**src/rtl/ubrio_pkg.sv**
```systemverilog
package ubrio_pkg;

  localparam int RX_DEPTH = 64;
  localparam int TX_DEPTH = 64;
  localparam int RX_AW    = (RX_DEPTH > 1) ? $clog2(RX_DEPTH) : 1;
  localparam int TX_AW    = (TX_DEPTH > 1) ? $clog2(TX_DEPTH) : 1;

  localparam int CFG_AW = 3;
  localparam int CFG_DW = 32;

  // register index, taken from paddr bit 2 and up
  localparam logic REG_QUIET_MODE = 1'b0;

  localparam logic [7:0] HEX_DIGIT_BASE = 8'h30;
  localparam logic [7:0] HEX_ALPHA_BASE = 8'h37;
  localparam logic [3:0] HEX_NINE       = 4'd9;

  typedef enum logic [1:0] {
    REQ_POLL = 2'd0,
    REQ_PUT  = 2'd1,
    REQ_HEX  = 2'd2,
    REQ_GET  = 2'd3
  } req_t;

  typedef struct packed {
    logic capture;  // latch item, issue ring reads
    logic step1;    // main operation (or first hex digit)
    logic step2;    // second hex digit
    logic finish;   // load result register
  } ubrio_cmd_t;

  typedef struct packed {
    req_t req;
  } ubrio_sts_t;

  function automatic logic [7:0] hex_ascii(input logic [3:0] n);
    logic [7:0] w;
    w = {4'b0, n};
    return (n <= HEX_NINE) ? w + HEX_DIGIT_BASE : w + HEX_ALPHA_BASE;
  endfunction

endpackage

```
**src/rtl/ubrio_ctrl.sv**
```systemverilog
module ubrio_ctrl (
  input  logic                  clk,
  input  logic                  rst_n,
  input  logic                  in_valid,
  output logic                  in_stall,
  output logic                  out_valid,
  input  logic                  out_stall,
  input  ubrio_pkg::ubrio_sts_t sts,
  output ubrio_pkg::ubrio_cmd_t cmd
);
  import ubrio_pkg::*;

  typedef enum logic [2:0] {
    ST_IDLE = 3'b001,
    ST_EXEC = 3'b010,
    ST_HEX2 = 3'b100
  } state_t;

  state_t state_r, state_nxt;
  logic   out_valid_r, out_valid_nxt;
  logic   out_free;

  // result slot can take a new item this cycle
  assign out_free = !out_valid_r || !out_stall;

  always_comb begin
    state_nxt = state_r;
    cmd       = '0;
    in_stall  = 1'b1;
    unique case (state_r)
      ST_IDLE: begin
        in_stall = 1'b0;
        if (in_valid) begin
          cmd.capture = 1'b1;
          state_nxt   = ST_EXEC;
        end
      end
      ST_EXEC: begin
        if (sts.req == REQ_HEX) begin
          cmd.step1 = 1'b1;
          state_nxt = ST_HEX2;
        end else if (out_free) begin
          cmd.step1  = 1'b1;
          cmd.finish = 1'b1;
          state_nxt  = ST_IDLE;
        end
      end
      ST_HEX2: begin
        if (out_free) begin
          cmd.step2  = 1'b1;
          cmd.finish = 1'b1;
          state_nxt  = ST_IDLE;
        end
      end
      default: state_nxt = ST_IDLE;
    endcase
  end

  assign out_valid_nxt = cmd.finish || (out_valid_r && out_stall);
  assign out_valid     = out_valid_r;

  always_ff @(posedge clk) begin
    if (!rst_n) begin
      state_r     <= ST_IDLE;
      out_valid_r <= 1'b0;
    end else begin
      state_r     <= state_nxt;
      out_valid_r <= out_valid_nxt;
    end
  end

endmodule

```
**src/rtl/ubrio_dp.sv**
```systemverilog
module ubrio_dp (
  input  logic                  clk,
  input  logic                  rst_n,
  input  ubrio_pkg::ubrio_cmd_t cmd,
  output ubrio_pkg::ubrio_sts_t sts,
  input  logic                  quiet_we,
  input  logic                  quiet_wdata,
  output logic                  quiet_mode,
  input  logic [1:0]            req_type,
  input  logic [7:0]            data_byte,
  input  logic [7:0]            line_rx_byte,
  input  logic                  line_rx_full,
  input  logic                  line_overrun,
  input  logic                  line_framing_error,
  input  logic                  line_tx_empty,
  output logic                  res_line_tx_valid,
  output logic [7:0]            res_line_tx_byte,
  output logic                  res_got_valid,
  output logic [7:0]            res_got_byte,
  output logic                  res_rx_available,
  output logic [7:0]            res_errors_seen,
  output logic                  res_tx_busy
);
  import ubrio_pkg::*;

  logic [7:0] rx_mem [RX_DEPTH];
  logic [7:0] tx_mem [TX_DEPTH];

  // latched item
  req_t       req_r;
  logic [7:0] data_r, rxb_r;
  logic       rxfull_r, ovr_r, fe_r, txempty_r;

  logic [7:0] rx_rdata_r, tx_rdata_r;

  logic [RX_AW-1:0] rx_wr_r, rx_wr_nxt, rx_rd_r, rx_rd_nxt, rx_wr_inc, rx_rd_inc;
  logic [TX_AW-1:0] tx_wr_r, tx_wr_nxt, tx_rd_r, tx_rd_nxt, tx_wr_inc, tx_rd_inc;
  logic [7:0]       err_r, err_nxt;
  logic             act_r, act_nxt;
  logic             quiet_r;

  logic       rx_we, tx_we;
  logic [7:0] tx_wdata;
  logic       txv, gv;
  logic [7:0] txb, gb;

  assign sts.req    = req_r;
  assign quiet_mode = quiet_r;

  assign rx_wr_inc = (rx_wr_r == RX_AW'(RX_DEPTH - 1)) ? '0 : rx_wr_r + 1'b1;
  assign rx_rd_inc = (rx_rd_r == RX_AW'(RX_DEPTH - 1)) ? '0 : rx_rd_r + 1'b1;
  assign tx_wr_inc = (tx_wr_r == TX_AW'(TX_DEPTH - 1)) ? '0 : tx_wr_r + 1'b1;
  assign tx_rd_inc = (tx_rd_r == TX_AW'(TX_DEPTH - 1)) ? '0 : tx_rd_r + 1'b1;

  always_comb begin
    err_nxt   = err_r;
    rx_wr_nxt = rx_wr_r;
    rx_rd_nxt = rx_rd_r;
    tx_wr_nxt = tx_wr_r;
    tx_rd_nxt = tx_rd_r;
    act_nxt   = act_r;
    rx_we     = 1'b0;
    tx_we     = 1'b0;
    tx_wdata  = hex_ascii(data_r[7:4]);
    txv       = 1'b0;
    txb       = 8'h00;
    gv        = 1'b0;
    gb        = 8'h00;
    if (cmd.step1) begin
      case (req_r)
        REQ_POLL: begin
          err_nxt = err_r + {7'b0, ovr_r} + {7'b0, fe_r};
          if (!fe_r && rxfull_r) begin
            rx_we     = 1'b1;
            rx_wr_nxt = rx_wr_inc;
          end
          if (txempty_r) begin
            if ((tx_wr_r != tx_rd_r) && !quiet_r) begin
              txv       = 1'b1;
              txb       = tx_rdata_r;
              tx_rd_nxt = tx_rd_inc;
              act_nxt   = 1'b1;
            end else begin
              act_nxt = 1'b0;
            end
          end
        end
        REQ_PUT: begin
          tx_we     = 1'b1;
          tx_wdata  = data_r;
          tx_wr_nxt = tx_wr_inc;
        end
        REQ_HEX: begin
          tx_we     = 1'b1;
          tx_wr_nxt = tx_wr_inc;
        end
        REQ_GET: begin
          if (rx_wr_r != rx_rd_r) begin
            gv        = 1'b1;
            gb        = rx_rdata_r;
            rx_rd_nxt = rx_rd_inc;
          end
        end
        default: ;
      endcase
    end else if (cmd.step2) begin
      tx_we     = 1'b1;
      tx_wdata  = hex_ascii(data_r[3:0]);
      tx_wr_nxt = tx_wr_inc;
    end
  end

  // rings: reads are issued when the item is latched, indices are settled then
  always_ff @(posedge clk) begin
    if (rx_we) begin
      rx_mem[rx_wr_r] <= rxb_r;
    end
    if (cmd.capture) begin
      rx_rdata_r <= rx_mem[rx_rd_r];
    end
  end

  always_ff @(posedge clk) begin
    if (tx_we) begin
      tx_mem[tx_wr_r] <= tx_wdata;
    end
    if (cmd.capture) begin
      tx_rdata_r <= tx_mem[tx_rd_r];
    end
  end

  always_ff @(posedge clk) begin
    if (cmd.capture) begin
      req_r     <= req_t'(req_type);
      data_r    <= data_byte;
      rxb_r     <= line_rx_byte;
      rxfull_r  <= line_rx_full;
      ovr_r     <= line_overrun;
      fe_r      <= line_framing_error;
      txempty_r <= line_tx_empty;
    end
    if (cmd.finish) begin
      res_line_tx_valid <= txv;
      res_line_tx_byte  <= txb;
      res_got_valid     <= gv;
      res_got_byte      <= gb;
      res_rx_available  <= (rx_wr_nxt != rx_rd_nxt);
      res_errors_seen   <= err_nxt;
      res_tx_busy       <= act_nxt;
    end
  end

  always_ff @(posedge clk) begin
    if (!rst_n) begin
      rx_wr_r <= '0;
      rx_rd_r <= '0;
      tx_wr_r <= '0;
      tx_rd_r <= '0;
      err_r   <= '0;
      act_r   <= 1'b0;
      quiet_r <= 1'b0;
    end else begin
      rx_wr_r <= rx_wr_nxt;
      rx_rd_r <= rx_rd_nxt;
      tx_wr_r <= tx_wr_nxt;
      tx_rd_r <= tx_rd_nxt;
      err_r   <= err_nxt;
      act_r   <= act_nxt;
      if (quiet_we) begin
        quiet_r <= quiet_wdata;
      end
    end
  end

endmodule

```
**src/rtl/uart_buffered_ring_io.sv**
```systemverilog
// Buffered UART glue: a 64-byte receive ring and a 64-byte transmit ring
// between software requests and a polled UART line.
// Input channel (in_valid / in_stall): one request item per handshake:
// poll the line, put a byte, put a byte as two ASCII hex digits, or get.
// Result channel (out_valid / out_stall): exactly one result item per
// request, carrying the line transmit byte, the popped byte, ring status,
// the line error count and the transmit busy flag.
// The result is registered: a taken request passes through ST_EXEC
// (then ST_HEX2 for hex-put) into the result register. The next
// request is taken only once the current one has loaded its result;
// the ring memories' registered read port sets the ST_EXEC step, and
// hex-put's second digit takes a second write on the transmit ring.
// A new item is taken while an earlier result still waits; the block
// then holds it in ST_EXEC or ST_HEX2 until the result register frees.
// Reset (rst_n low, synchronous) empties both rings, clears the error
// count, the busy flag and quiet mode. Ring contents are not cleared.
// APB register 0 (address 0): bit 0 quiet_mode, stops draining the
// transmit ring. Neither ring checks for full; overflow loses data.
module uart_buffered_ring_io (
  input  logic                          clk,
  input  logic                          rst_n,
  input  logic                          psel,
  input  logic                          penable,
  input  logic                          pwrite,
  input  logic [ubrio_pkg::CFG_AW-1:0]  paddr,
  input  logic [ubrio_pkg::CFG_DW-1:0]  pwdata,
  output logic [ubrio_pkg::CFG_DW-1:0]  prdata,
  output logic                          pready,
  input  logic                          in_valid,
  output logic                          in_stall,
  input  logic [1:0]                    in_req_type,
  input  logic [7:0]                    in_data_byte,
  input  logic [7:0]                    in_line_rx_byte,
  input  logic                          in_line_rx_full,
  input  logic                          in_line_overrun,
  input  logic                          in_line_framing_error,
  input  logic                          in_line_tx_empty,
  output logic                          out_valid,
  input  logic                          out_stall,
  output logic                          out_line_tx_valid,
  output logic [7:0]                    out_line_tx_byte,
  output logic                          out_got_valid,
  output logic [7:0]                    out_got_byte,
  output logic                          out_rx_available,
  output logic [7:0]                    out_errors_seen,
  output logic                          out_tx_busy
);
  import ubrio_pkg::*;

  ubrio_cmd_t cmd;
  ubrio_sts_t sts;
  logic       quiet_we, quiet_mode, sel_quiet;

  assign pready    = 1'b1;
  assign sel_quiet = (paddr[CFG_AW-1:2] == {(CFG_AW-2){REG_QUIET_MODE}});
  assign quiet_we  = psel && penable && pwrite && pready && sel_quiet;
  assign prdata    = sel_quiet ? {{(CFG_DW-1){1'b0}}, quiet_mode} : '0;

  ubrio_ctrl u_ctrl (
    .clk       (clk),
    .rst_n     (rst_n),
    .in_valid  (in_valid),
    .in_stall  (in_stall),
    .out_valid (out_valid),
    .out_stall (out_stall),
    .sts       (sts),
    .cmd       (cmd)
  );

  ubrio_dp u_dp (
    .clk                (clk),
    .rst_n              (rst_n),
    .cmd                (cmd),
    .sts                (sts),
    .quiet_we           (quiet_we),
    .quiet_wdata        (pwdata[0]),
    .quiet_mode         (quiet_mode),
    .req_type           (in_req_type),
    .data_byte          (in_data_byte),
    .line_rx_byte       (in_line_rx_byte),
    .line_rx_full       (in_line_rx_full),
    .line_overrun       (in_line_overrun),
    .line_framing_error (in_line_framing_error),
    .line_tx_empty      (in_line_tx_empty),
    .res_line_tx_valid  (out_line_tx_valid),
    .res_line_tx_byte   (out_line_tx_byte),
    .res_got_valid      (out_got_valid),
    .res_got_byte       (out_got_byte),
    .res_rx_available   (out_rx_available),
    .res_errors_seen    (out_errors_seen),
    .res_tx_busy        (out_tx_busy)
  );

endmodule

```
**config.mk**
```make
export PLATFORM = sky130hd
export DESIGN_NAME = uart_buffered_ring_io
export DESIGN_NICKNAME = d
export VERILOG_FILES = /design/src/rtl/ubrio_pkg.sv /design/src/rtl/ubrio_ctrl.sv /design/src/rtl/ubrio_dp.sv /design/src/rtl/uart_buffered_ring_io.sv
export SDC_FILE = /design/constraint.sdc
export NUM_CORES = 1
export LEC_CHECK = 0
export BUFFER_PORTS_ARGS = -buffer_cell sky130_fd_sc_hd__clkbuf_2
export CORE_MARGIN = 2
export CORE_UTILIZATION = 32
export CTS_BUF_LIST = sky130_fd_sc_hd__clkbuf_16
export DETAILED_ROUTE_END_ITERATION = 8
export SLEW_MARGIN = 40
export SYNTH_ARGS = -nofsm -noshare
export SYNTH_HDL_FRONTEND = slang
export SYNTH_SLANG_ARGS = --single-unit
```
**constraint.sdc**
```tcl
create_clock -name clk -period 5.1 [get_ports clk]
set_input_delay 1.02 -clock clk [delete_from_list [all_inputs] [get_ports clk]]
set_output_delay 1.02 -clock clk [all_outputs]
set_load 0.005 [all_outputs]
```
Word level (Yosys, flattened, before mapping)
Memories as Yosys holds them, arrays and structs flattened. A register that Yosys moved wholly into a read port is not among the register bits.
Index checks and enable logic that the tools add are counted.
- register bits: 88
- bits in writable memories: 1024
- input bits: 64
- logic and storage cells: 123
- memories: 2
- add/sub/neg operators: 10
- magnitude comparators: 2
- eq/ne operators: 15
- multiplexer cells: 50
- bitwise operators: 1
- reductions and logical operators: 20
- memory list (memory ; words ; width ; rd ports ; clocked after memory_dff ; wr ports ; line ; source):
    u_dp.rx_mem ; 64 ; 8 ; 1 ; 1 ; 1 ; ubrio_dp.sv:26 ; logic [7:0] rx_mem [RX_DEPTH];
    u_dp.tx_mem ; 64 ; 8 ; 1 ; 1 ; 1 ; ubrio_dp.sv:27 ; logic [7:0] tx_mem [TX_DEPTH];
- operators with widths (operator ; number):
    two-way mux 6 bit ; 13
    two-way mux 8 bit ; 7
    adder 4 x 6 -> 7 bit, second input constant ; 4
    adder 6 x 1 -> 6 bit, second input constant ; 4
    == test 6 bit, second input constant ; 4
    two-way mux 1 bit ; 24
    != test 6 bit ; 3
    adder 8 x 1 -> 8 bit ; 2
    two-way mux 3 bit ; 3
    case mux 3 bit (3 select lines) ; 1
    <= comparator 4 bit, second input constant ; 2
    logical AND 1 bit ; 6
    AND reduction 3 bit ; 2
    == test 2 bit, second input constant ; 2
    logical NOT 1 bit ; 4
    != test 2 bit, second input constant ; 2
    AND reduction 2 bit ; 2
    AND reduction 4 bit ; 1
    == test 3 x 1 -> 1 bit, second input constant ; 1
    == test 3 x 2 -> 1 bit, second input constant ; 1
    == test 3 bit, second input constant ; 1
    == test 2 x 1 -> 1 bit, second input constant ; 1
    logical NOT 2 bit ; 1
    logical OR 1 bit ; 2
    other kinds (5) ; 5

Depth between registers and ports, before layout
Gate-level depths: netlist of run 1.
- depth in word-level cells: 8
- depth in mapped cells: 9
- mapped depth without buffers: 8

By module
A second synthesis of run 1 with hierarchy kept.
- cell total of the unflattened synthesis: 2150
- area, all modules: 44574.0 µm²
- modules (own cells, without submodules) (module ; times used ; cells an instance ; area each (µm²) ; seq. area each (µm²)):
    ubrio_dp ; 1 ; 2087 ; 44041.0 ; 33412.0
    uart_buffered_ring_io ; 1 ; 36 ; 266.5 ; 0.0
    ubrio_ctrl ; 1 ; 27 ; 266.5 ; 80.1

Worst setup path after synthesis of run 1
OpenSTA, ideal clock, no wires.
- kind: input to register
- start point: input out_stall
- end point: memory u_dp.tx_mem[0][0] (data pin)
- arrival time: 4.493 ns
- required time: 4.359 ns
- slack: -0.134 ns
- cell stages on the path: 5
- path buffers: 0
- cells stage by stage: nand3b_1 -> and2_0 -> nand2_1 -> nand2_1 -> a221oi_1
- word-level cells in the longest chain between the ends: 6
- elaborated cells on any way between the ends: 9
- classes of those cells: mux: 7; reduce/logical: 2
- ends and longest elaborated chain (element ; line ; source):
    from (decl) ; uart_buffered_ring_io.sv:39 ; input logic out_stall,
    logical NOT 1 bit * ; ubrio_ctrl.sv:24 ; assign out_free = !out_valid_r || !out_stall;
    logical OR 1 bit * ; ubrio_ctrl.sv:24 ;
    two-way mux 2 bit or two-way mux 1 bit (tied branches) ; ubrio_ctrl.sv:49, ubrio_ctrl.sv:42 ;
    two-way mux 1 bit, on equally long branches ; ubrio_ctrl.sv:30, ubrio_ctrl.sv:39 ;
    two-way mux 8 bit or two-way mux 1 bit (tied branches) ; ubrio_dp.sv:106, ubrio_ctrl.sv:30 ;
    two-way mux 8 bit * ; ubrio_dp.sv:69 ; if (cmd.step1) begin
    named net u_dp.tx_wdata[0] ; ubrio_dp.sv:43 ; logic [7:0] tx_wdata;
    to (decl) ; ubrio_dp.sv:27 ;
Mark *: on every way through the listed nets, which the timed path passes. The rest lies on a longest branch.

Worst setup path after layout of run 1
- start point: register u_dp.req_r[0] (netlist: u_dp.sts[0])
- end point: memory u_dp.tx_mem[54][0] (enable)
- word-level cells in the longest chain between the ends: 6
- elaborated cells on any way between the ends: 9
- classes of those cells: eq/ne: 2; mux: 6; reduce/logical: 1
- ends and longest elaborated chain (element ; line ; source):
    from (decl) ; ubrio_dp.sv:30 ; req_t req_r;
    from (signal assigned) ; ubrio_dp.sv:134 ; req_r <= req_t'(req_type);
    == test 2 x 1 -> 1 bit or == test 2 bit (tied branches) ; ubrio_dp.sv:70, ubrio_ctrl.sv:39 ;
    OR reduction 2 bit (no line) or two-way mux 1 bit (tied branches) ; - ;
    two-way mux 1 bit, on equally long branches ; ubrio_dp.sv:70, ubrio_ctrl.sv:30 ;
    two-way mux 1 bit * ; ubrio_dp.sv:69 ;
    two-way mux 1 bit * ; ubrio_dp.sv:124 ; if (tx_we) begin
    two-way mux 1 bit (implied by the code) * ; ubrio_dp.sv:125 ; tx_mem[tx_wr_r] <= tx_wdata;
Every way passes the cells marked *; elsewhere a longest branch is shown, timed or not.

==> metrics.txt, run 1 <==
Detailed Route Iter0 Violations=1,895; CTS tree=yes; Async SR Flop Fraction=0%; main area contributors after synthesis=edfxtp_1 (74%), mux4_2 (16%), dfxtp_1 (1.7%), nor2_1 (1.3%), buf_4 (0.74%); hold buffer count at CTS=0; Cell Pwr Density=362 nW/um^2; first-pass iteration count of the detailed router=5; crit-path cells=inv_1, ha_1, nand3b_1, buf_4, a32oi_1, clkbuf_4, nor2_1, nand3_1, nor2_1; Psw=3.71 mW; first-pass GRT wire length=145,000 um; max-slew violation count=0; cell count after synthesis=2,106; worst hold stages=1; Hold WS=0.515 ns; clock root buffer=clkbuf_16; register area share after synthesis=75.3%; TNS Setup=0 ns; #FFs+latches synth=1,128; Worst Tran Pin Value=0.859 ns; # IOs=127; CP startpoint kind=flop; Worst Hold End=u_dp.fe_r; largest family of logic cells by synthesized area=multiplexers; hpwl dp=62,400 um; post-synth top area share=73.6%; Routed Antenna Nets=0; initial antenna violation count=5; top_reg_cell synth=edfxtp_1; Core Box Area=138,000 sq um; worst-path fanout max=10; Setup Fix Bufs, Post-CTS=0; total die area=142,000 sq um; Compound-Gate Fraction of Synth Area=1.52%; # port buffers=61; P_leak=15.4 nW; DIE HEIGHT=377 um; Fin. Hold Viols=0; routed via count=20,700; Peak Freq=281 MHz; routed len/inst=24.2 um; row cnt=136; Initial Util=32.3%; combinational fraction of design power=2.5%; CP most frequent cell=nor2_1; Int Power=14.5 mW; post-synthesis xor/xnor area fraction=0.740%; layout cells sized above 1=28.3%; vias in the first global route=21,300; maximum buffer depth of the clock tree=3; Netlist Area Pre-Place=44,500 sq um; largest net degree at the start of global routing=65; Syn. warnings=0; grt ovf=0; Synth area leader=edfxtp_1; R2R Path Start=u_dp.sts[0]; Post-synth EDFFs=1,090; Clock Power Share=40.9%; Worst-Skew Late Latency=0.69 ns; clock sink total=1,128; RSZ-0062 raised after global routing=no; register-to-register setup slack=1.54 ns; Total GRT Usage=13.9%; CP peak stage delay=0.85 ns; CTS Buf Count=105; clk slew on worst S/H paths=0.06 ns; final WL=99,300 um; Worst slew margin=42.5%; die width=377 um; synth unique cells=67; sequential share of power=56.6%; kind of critical path=reg -> reg; Max VDD drop=0.231 mV; Sw Share=20.4%; area grow syn2layout=13.3%; R2R cell count=9; gpl congestion=0.813; Adder-Cell Fraction of Synth Area=0.411%; Final Setup Violations=0; Crit. End Element=flop; Min-Delay Startpoint=in_line_framing_error; Tmin final=3.56 ns; max_cap viols=0; vias per cell=5.05; status=finished, final reports clean; Residual DRC=0; data required time of the worst path=5.40 ns; simple-gate share of the synthesized area=3.88%; crit path DAT=3.86 ns; Syn Area/Cell=21.1 sq um; cts repair resizes=0; Final nets=2,296; H-tree levels=3; multiplexer share of the synthesized area=16.2%; worst min path class=in -> reg; CP max stage cell=nor2_1; Layout Skew=0.0250 ns; worst flop-to-flop path endpoint=u_dp.tx_mem[54][0]; Final period util=69.7%
[worst max-delay path by stage]
stage                            from  cells after the start                 end  slack (ns)
after global routing      u_dp.sts[0]                      9  u_dp.tx_mem[54][1]        1.35
after global placement      out_stall                      7   u_dp.tx_mem[6][5]        1.23
after detailed placement    out_stall                      7  u_dp.tx_mem[30][5]        1.02
after CTS                 u_dp.sts[0]                      8  u_dp.tx_mem[30][1]        1.41
after floorplan             out_stall                      4   u_dp.tx_mem[0][4]        0.18
final                     u_dp.sts[0]                      9  u_dp.tx_mem[54][0]        1.54
[registers in the layout, indices dropped and copies added (netlist names), 3 cells and up]
| name | count |
|---|---|
| u_dp.rx_rd_r | 6 |
| u_dp.res_errors_seen | 8 |
| u_dp.err_r | 8 |
| u_dp.res_got_byte | 8 |
| u_dp.tx_mem | 512 |
| u_dp.data_r | 8 |
| u_dp.tx_wr_r | 6 |
| u_dp.rx_wr_r | 6 |
| u_dp.tx_rdata_r | 8 |
| u_ctrl.state_r | 3 |
| u_dp.rx_mem | 512 |
| u_dp.res_line_tx_byte | 8 |
| u_dp.rxb_r | 8 |
| u_dp.tx_rd_r | 6 |
| u_dp.rx_rdata_r | 8 |
[synth_stat cells (15+ instances only)]
| cell type | count |
|---|---|
| a22oi_1 | 32 |
| and2_1 | 36 |
| buf_1 | 21 |
| buf_2 | 26 |
| buf_4 | 44 |
| clkbuf_1 | 44 |
| dfxtp_1 | 38 |
| edfxtp_1 | 1090 |
| inv_1 | 15 |
| mux4_2 | 315 |
| nand2_1 | 52 |
| nand3_1 | 19 |
| nor2_1 | 153 |
| nor2b_1 | 27 |
| xnor2_1 | 17 |
| xor2_1 | 16 |
[layer usage]
| layer | vias up | global-route usage (%) | routed length [um] |
|---|---|---|---|
| met2 | 706 | 22.5 | 48000 |
| met3 | 141 | 3.33 | 7360 |
| met1 | 11000 | 18.8 | 41700 |
| met4 | 2 | 3.82 | 2230 |
| li1 | 8834 | - | - |
| met5 | - | 0 | 13 |
[cell families (layout without fill, tap and decap cells)]
group,count (synthesis),count (layout)
other cells,2,34
flops,1128,1128
fa+ha+maj,14,14
compound gates,92,92
mux,327,327
xor+xnor,35,35
simple gates,351,351
buf+inv,157,325
[placed cells by master (no fill, tap or decap), types with 21 or more instances in the layout]
cell,n
edfxtp_1,1090
mux4_2,315
nor2_1,116
clkbuf_16,108
clkbuf_2,61
nand2_1,52
buf_4,44
inv_1,37
and2_1,36
nor2_2,36
a22oi_1,32
conb_1,32
dfxtp_1,30
nor2b_1,27
clkinv_2,22
clkinv_1,21
[stage by stage]
step	area (sq um)	total power, mW	setup slack [ns]	instances	utilization, %
3_5_place_dp	47000	11.0	1.02	3903	34.1
5_1_grt	50400	18.8	1.35	4098	36.6
4_1_cts	50300	18.4	1.41	4096	36.5
3_3_place_gp	46900	10.9	1.23	3900	34.1
6_report	50400	18.2	1.54	4100	36.6
2_1_floorplan	44600	10.7	0.181	2136	-
[critical path, delay by kind of cell (launching register included)]
kind	cells	cell delay, ns
and+or+nand+nor	4	1.85
DFF	1	0.42
adders and majority gates	1	0.22
buffers and inverters	3	0.55
AOI/OAI and AO/OA	1	0.14
[power by group through the flow]
stage | clock (mW) | combinational (mW) | sequential (mW)
2_1_floorplan | 0 | 0.209 | 10.5
3_3_place_gp | 0 | 0.435 | 10.5
3_5_place_dp | 0 | 0.464 | 10.5
4_1_cts | 7.61 | 0.464 | 10.3
5_1_grt | 7.98 | 0.500 | 10.3
6_report | 7.46 | 0.458 | 10.3
[area by class of cell]
| class | count | area, sq um |
|---|---|---|
| Clock buffer | 108 | 2700 |
| Sequential cell | 1128 | 33500 |
| Timing Repair Buffer | 117 | 858 |
| Inverter | 15 | 56.3 |
| Fill cell | 12400 | 87300 |
| Tap cell | 1794 | 2240 |
| Antenna cell | 2 | 5.00 |
| Multi-Input combinational cell | 851 | 10400 |
| Clock inverter | 85 | 572 |
No activity file was read; power rests on OpenSTA's default activity.
==> run 2, diff against run 1 <==
--- a/config.mk
+++ b/config.mk
@@ -5,6 +5,7 @@
 export SDC_FILE = /design/constraint.sdc
 export NUM_CORES = 1
 export LEC_CHECK = 0
+export ABC_AREA = 1
 export BUFFER_PORTS_ARGS = -buffer_cell sky130_fd_sc_hd__clkbuf_2
 export CORE_MARGIN = 2
 export CORE_UTILIZATION = 32
==> constraint.sdc (replaced) <==
create_clock -name clk -period 3.3 [get_ports clk]
set_input_delay 0.66 -clock clk [delete_from_list [all_inputs] [get_ports clk]]
set_output_delay 0.66 -clock clk [all_outputs]
set_load 0.005 [all_outputs]
==> metrics.txt, run 2 <==
FILL cells=13,400 (+8.5%); maximum buffer depth of the clock tree=3 (unchanged); cell count after synthesis=3,632 (+72%); Post-synth EDFFs=1,090 (unchanged); layout cells sized above 1=12.4% (-16 points); Crit. End Element=flop; Setup Fix Bufs, Post-CTS=0 (unchanged); first-pass GRT wire length=175,000 um (+20%); Fin. Hold Viols=0 (unchanged); Total GRT Usage=15.6% (+1.7 points); worst path bufs/invs=2 (-1); cell with the most instances after synthesis=edfxtp_1; die width=381 um (+1.2%); Final period util=86.0% (+16 points); crit path DAT=3.21 ns (-0.65 ns); most common library cells after synthesis=edfxtp_1 (1,090), nor2_1 (769), o21ai_0 (528), nand2_1 (259), nand3_1 (186); max_cap viols=0 (unchanged); Non-Filler Instances=5,782 (+41%); cts repair resizes=0 (unchanged); row cnt=138 (+1.5%); final instance area=52,900 sq um (+4.9%); vias in the first global route=27,900 (+31%); data required time of the worst path=3.67 ns (-1.73 ns); Residual DRC=0 (unchanged); area grow syn2layout=16.1%; # port buffers=61 (unchanged); first-pass iteration count of the detailed router=5 (unchanged); met2 Use GR=24.0% (+1.5 points); P_leak=17.9 nW (+16%); most frequent cells in the layout=edfxtp_1 (1,090), nor2_1 (765), o21ai_0 (528); largest net degree at the start of global routing=164 (+150%); H-tree levels=3 (unchanged); GR Layer Usage met3=2.61% (-0.72 points); #FFs+latches synth=1,128 (unchanged); placed cells=5,576 (+43%); kind of critical path=reg -> reg; Tmin final=2.84 ns (-0.719 ns); met1 Usage GRT=22.7% (+3.9 points); routed via count=29,300 (+42%); DIE HEIGHT=381 um (+1.2%); Detailed Route Iter0 Violations=2,974 (+57%); total die area=145,000 sq um (+2.3%); CTS tree=yes; Routed Antenna Nets=0 (unchanged); Worst Tran Pin Value=0.811 ns (-0.0478 ns); CP top delay family=simple AND/OR/NAND/NOR gates; initial antenna violation count=3 (-2); Syn. warnings=0 (unchanged); Async SR Flop Fraction=0% (unchanged); register area share after synthesis=73.6% (-1.7 points); hold buffer count at CTS=0 (unchanged); main area contributors after synthesis=edfxtp_1 (72%), nor2_1 (6.3%), o21ai_0 (5.8%), nand2_1 (2.1%), nand3_1 (2.0%); Initial Util=32.2% (-0.11 points); largest registers=u_dp.rx_mem: 512 flops, u_dp.tx_mem: 512 flops; RSZ-0062 raised after global routing=no; Cell Pwr Density=555 nW/um^2 (+53%); final WL=117,000 um (+17%); grt ovf=0 (unchanged); Placed Area=49,200 sq um (+4.7%); routed len/inst=20.2 um (-17%); Synth area leader=edfxtp_1; gpl congestion=0.881 (+8.3%); clock sink total=1,128 (unchanged); busiest layer in global routing=met2; hpwl dp=68,300 um (+9.6%); worst-path fanout max=8 (-2); commonest non-fill, non-tap cell in the layout=edfxtp_1; crit-path cells=inv_1, ha_1, nor2_4, nor2_4, nand2_1, inv_1, nand2_2, nor2_1; status=finished, final reports clean; Core Box Area=141,000 sq um (+2.7%); top_reg_cell synth=edfxtp_1; TNS Setup=0 ns (unchanged); Worst slew margin=45.9% (+3.4 points); Final Setup Violations=0 (unchanged); max-slew violation count=0 (unchanged); Layout Skew=0.0348 ns (+0.00978 ns); # IOs=127 (unchanged); clk slew on worst S/H paths=0.06 ns (about the same); CTS Buf Count=114 (+8.6%); Netlist Area Pre-Place=45,500 sq um (+2.4%); Storage cell area=33,500 sq um (about the same); vias per cell=5.07 (+0.40%); Final nets=3,880 (+69%); synth unique cells=44 (-34%); Worst-Skew Late Latency=0.74 ns (+0.05 ns); Peak Freq=352 MHz (+25%); clock root buffer=clkbuf_16; total power=29.3 mW (+61%); Max VDD drop=0.482 mV (+110%); worst min path class=in -> reg; CP peak stage delay=0.63 ns (-0.22 ns); area occupied by multi-input gates=10,600 sq um (+1.9%); post-synth top area share=71.9% (-1.7 points); CP startpoint kind=flop; Syn Area/Cell=12.5 sq um (-41%); CP max stage cell=nor2_1
[run 2: changes by cell type after synthesis, sizes merged, moves of 36 or more]
cell,change
o22ai,+81
mux4,-315
nand2,+212
clkbuf,+84
o211ai,+79
o21ai,+517
inv,+85
o221ai,+104
nor2,+621
and2,-36
nand3,+167
[run 2: metrics by stage]
stage                     hold WS (ns)  utilization [%]  worst slack [ns]
final                           0.0968             37.4             0.462
after global routing            0.0703             37.4             0.282
after CTS                       0.0544             37.4             0.509
after detailed placement         0.514             34.8             0.386
after global placement           0.491             34.8             0.368
after floorplan                  0.452                -            -0.111
[run 2: final timing paths]
path	start	to	slack [ns]	cells after the start
worst min-delay path	in_line_rx_byte[6]	u_dp.rxb_r[6]	0.1	1
worst max register to register	u_dp.sts[0]	u_dp.rx_mem[15][4]	0.46	8
worst min register to register	u_dp.err_r[7]	u_dp.err_r[7]	0.52	2
worst max-delay path	u_dp.sts[0]	u_dp.rx_mem[15][4]	0.46	8
[run 2: cell families (layout without fill, tap and decap cells)]
logic type	after synthesis	after routing	share of synthesized area, %
xor+xnor	14	14	0.269
compound gates	846	846	10.9
other cells	2	33	0.0165
flops	1128	1128	73.6
simple gates	1261	1261	11.2
buf+inv	366	595	3.60
mux	1	1	0.0220
fa+ha+maj	14	14	0.401
[run 2: area by class of cell]
cell class,instances,share of cell area (%)
Timing Repair Buffer,279,4.31
Clock buffer,114,5.40
Antenna cell,1,0.00473
Inverter,111,0.809
Clock inverter,91,1.52
Multi-Input combinational cell,2168,20.1
Sequential cell,1128,63.4
Tap cell,1890,4.47
[run 2: metal layers]
layer	routed length [um]	up-vias	part of all wire, %
met1	51900	14400	45
li1	-	13600	-
met2	52600	1147	45
met5	0	-	0
met3	8860	182	7.6
met4	3200	0	2.7
[run 2: power breakdown]
group          switching (mW)  internal (mW)  total, mW
registers              0.0297           16.0       16.0
clock network            5.50           7.07       12.6
logic                   0.625          0.136      0.761
[run 2: worst register-to-register path, stage by stage (launching register included)]
cell,delay (ns)
edfxtp_1,0.42
inv_1,0.10
ha_1,0.21
nor2_4,0.07
nor2_4,0.34
nand2_1,0.24
inv_1,0.19
nand2_2,0.28
nor2_1,0.63
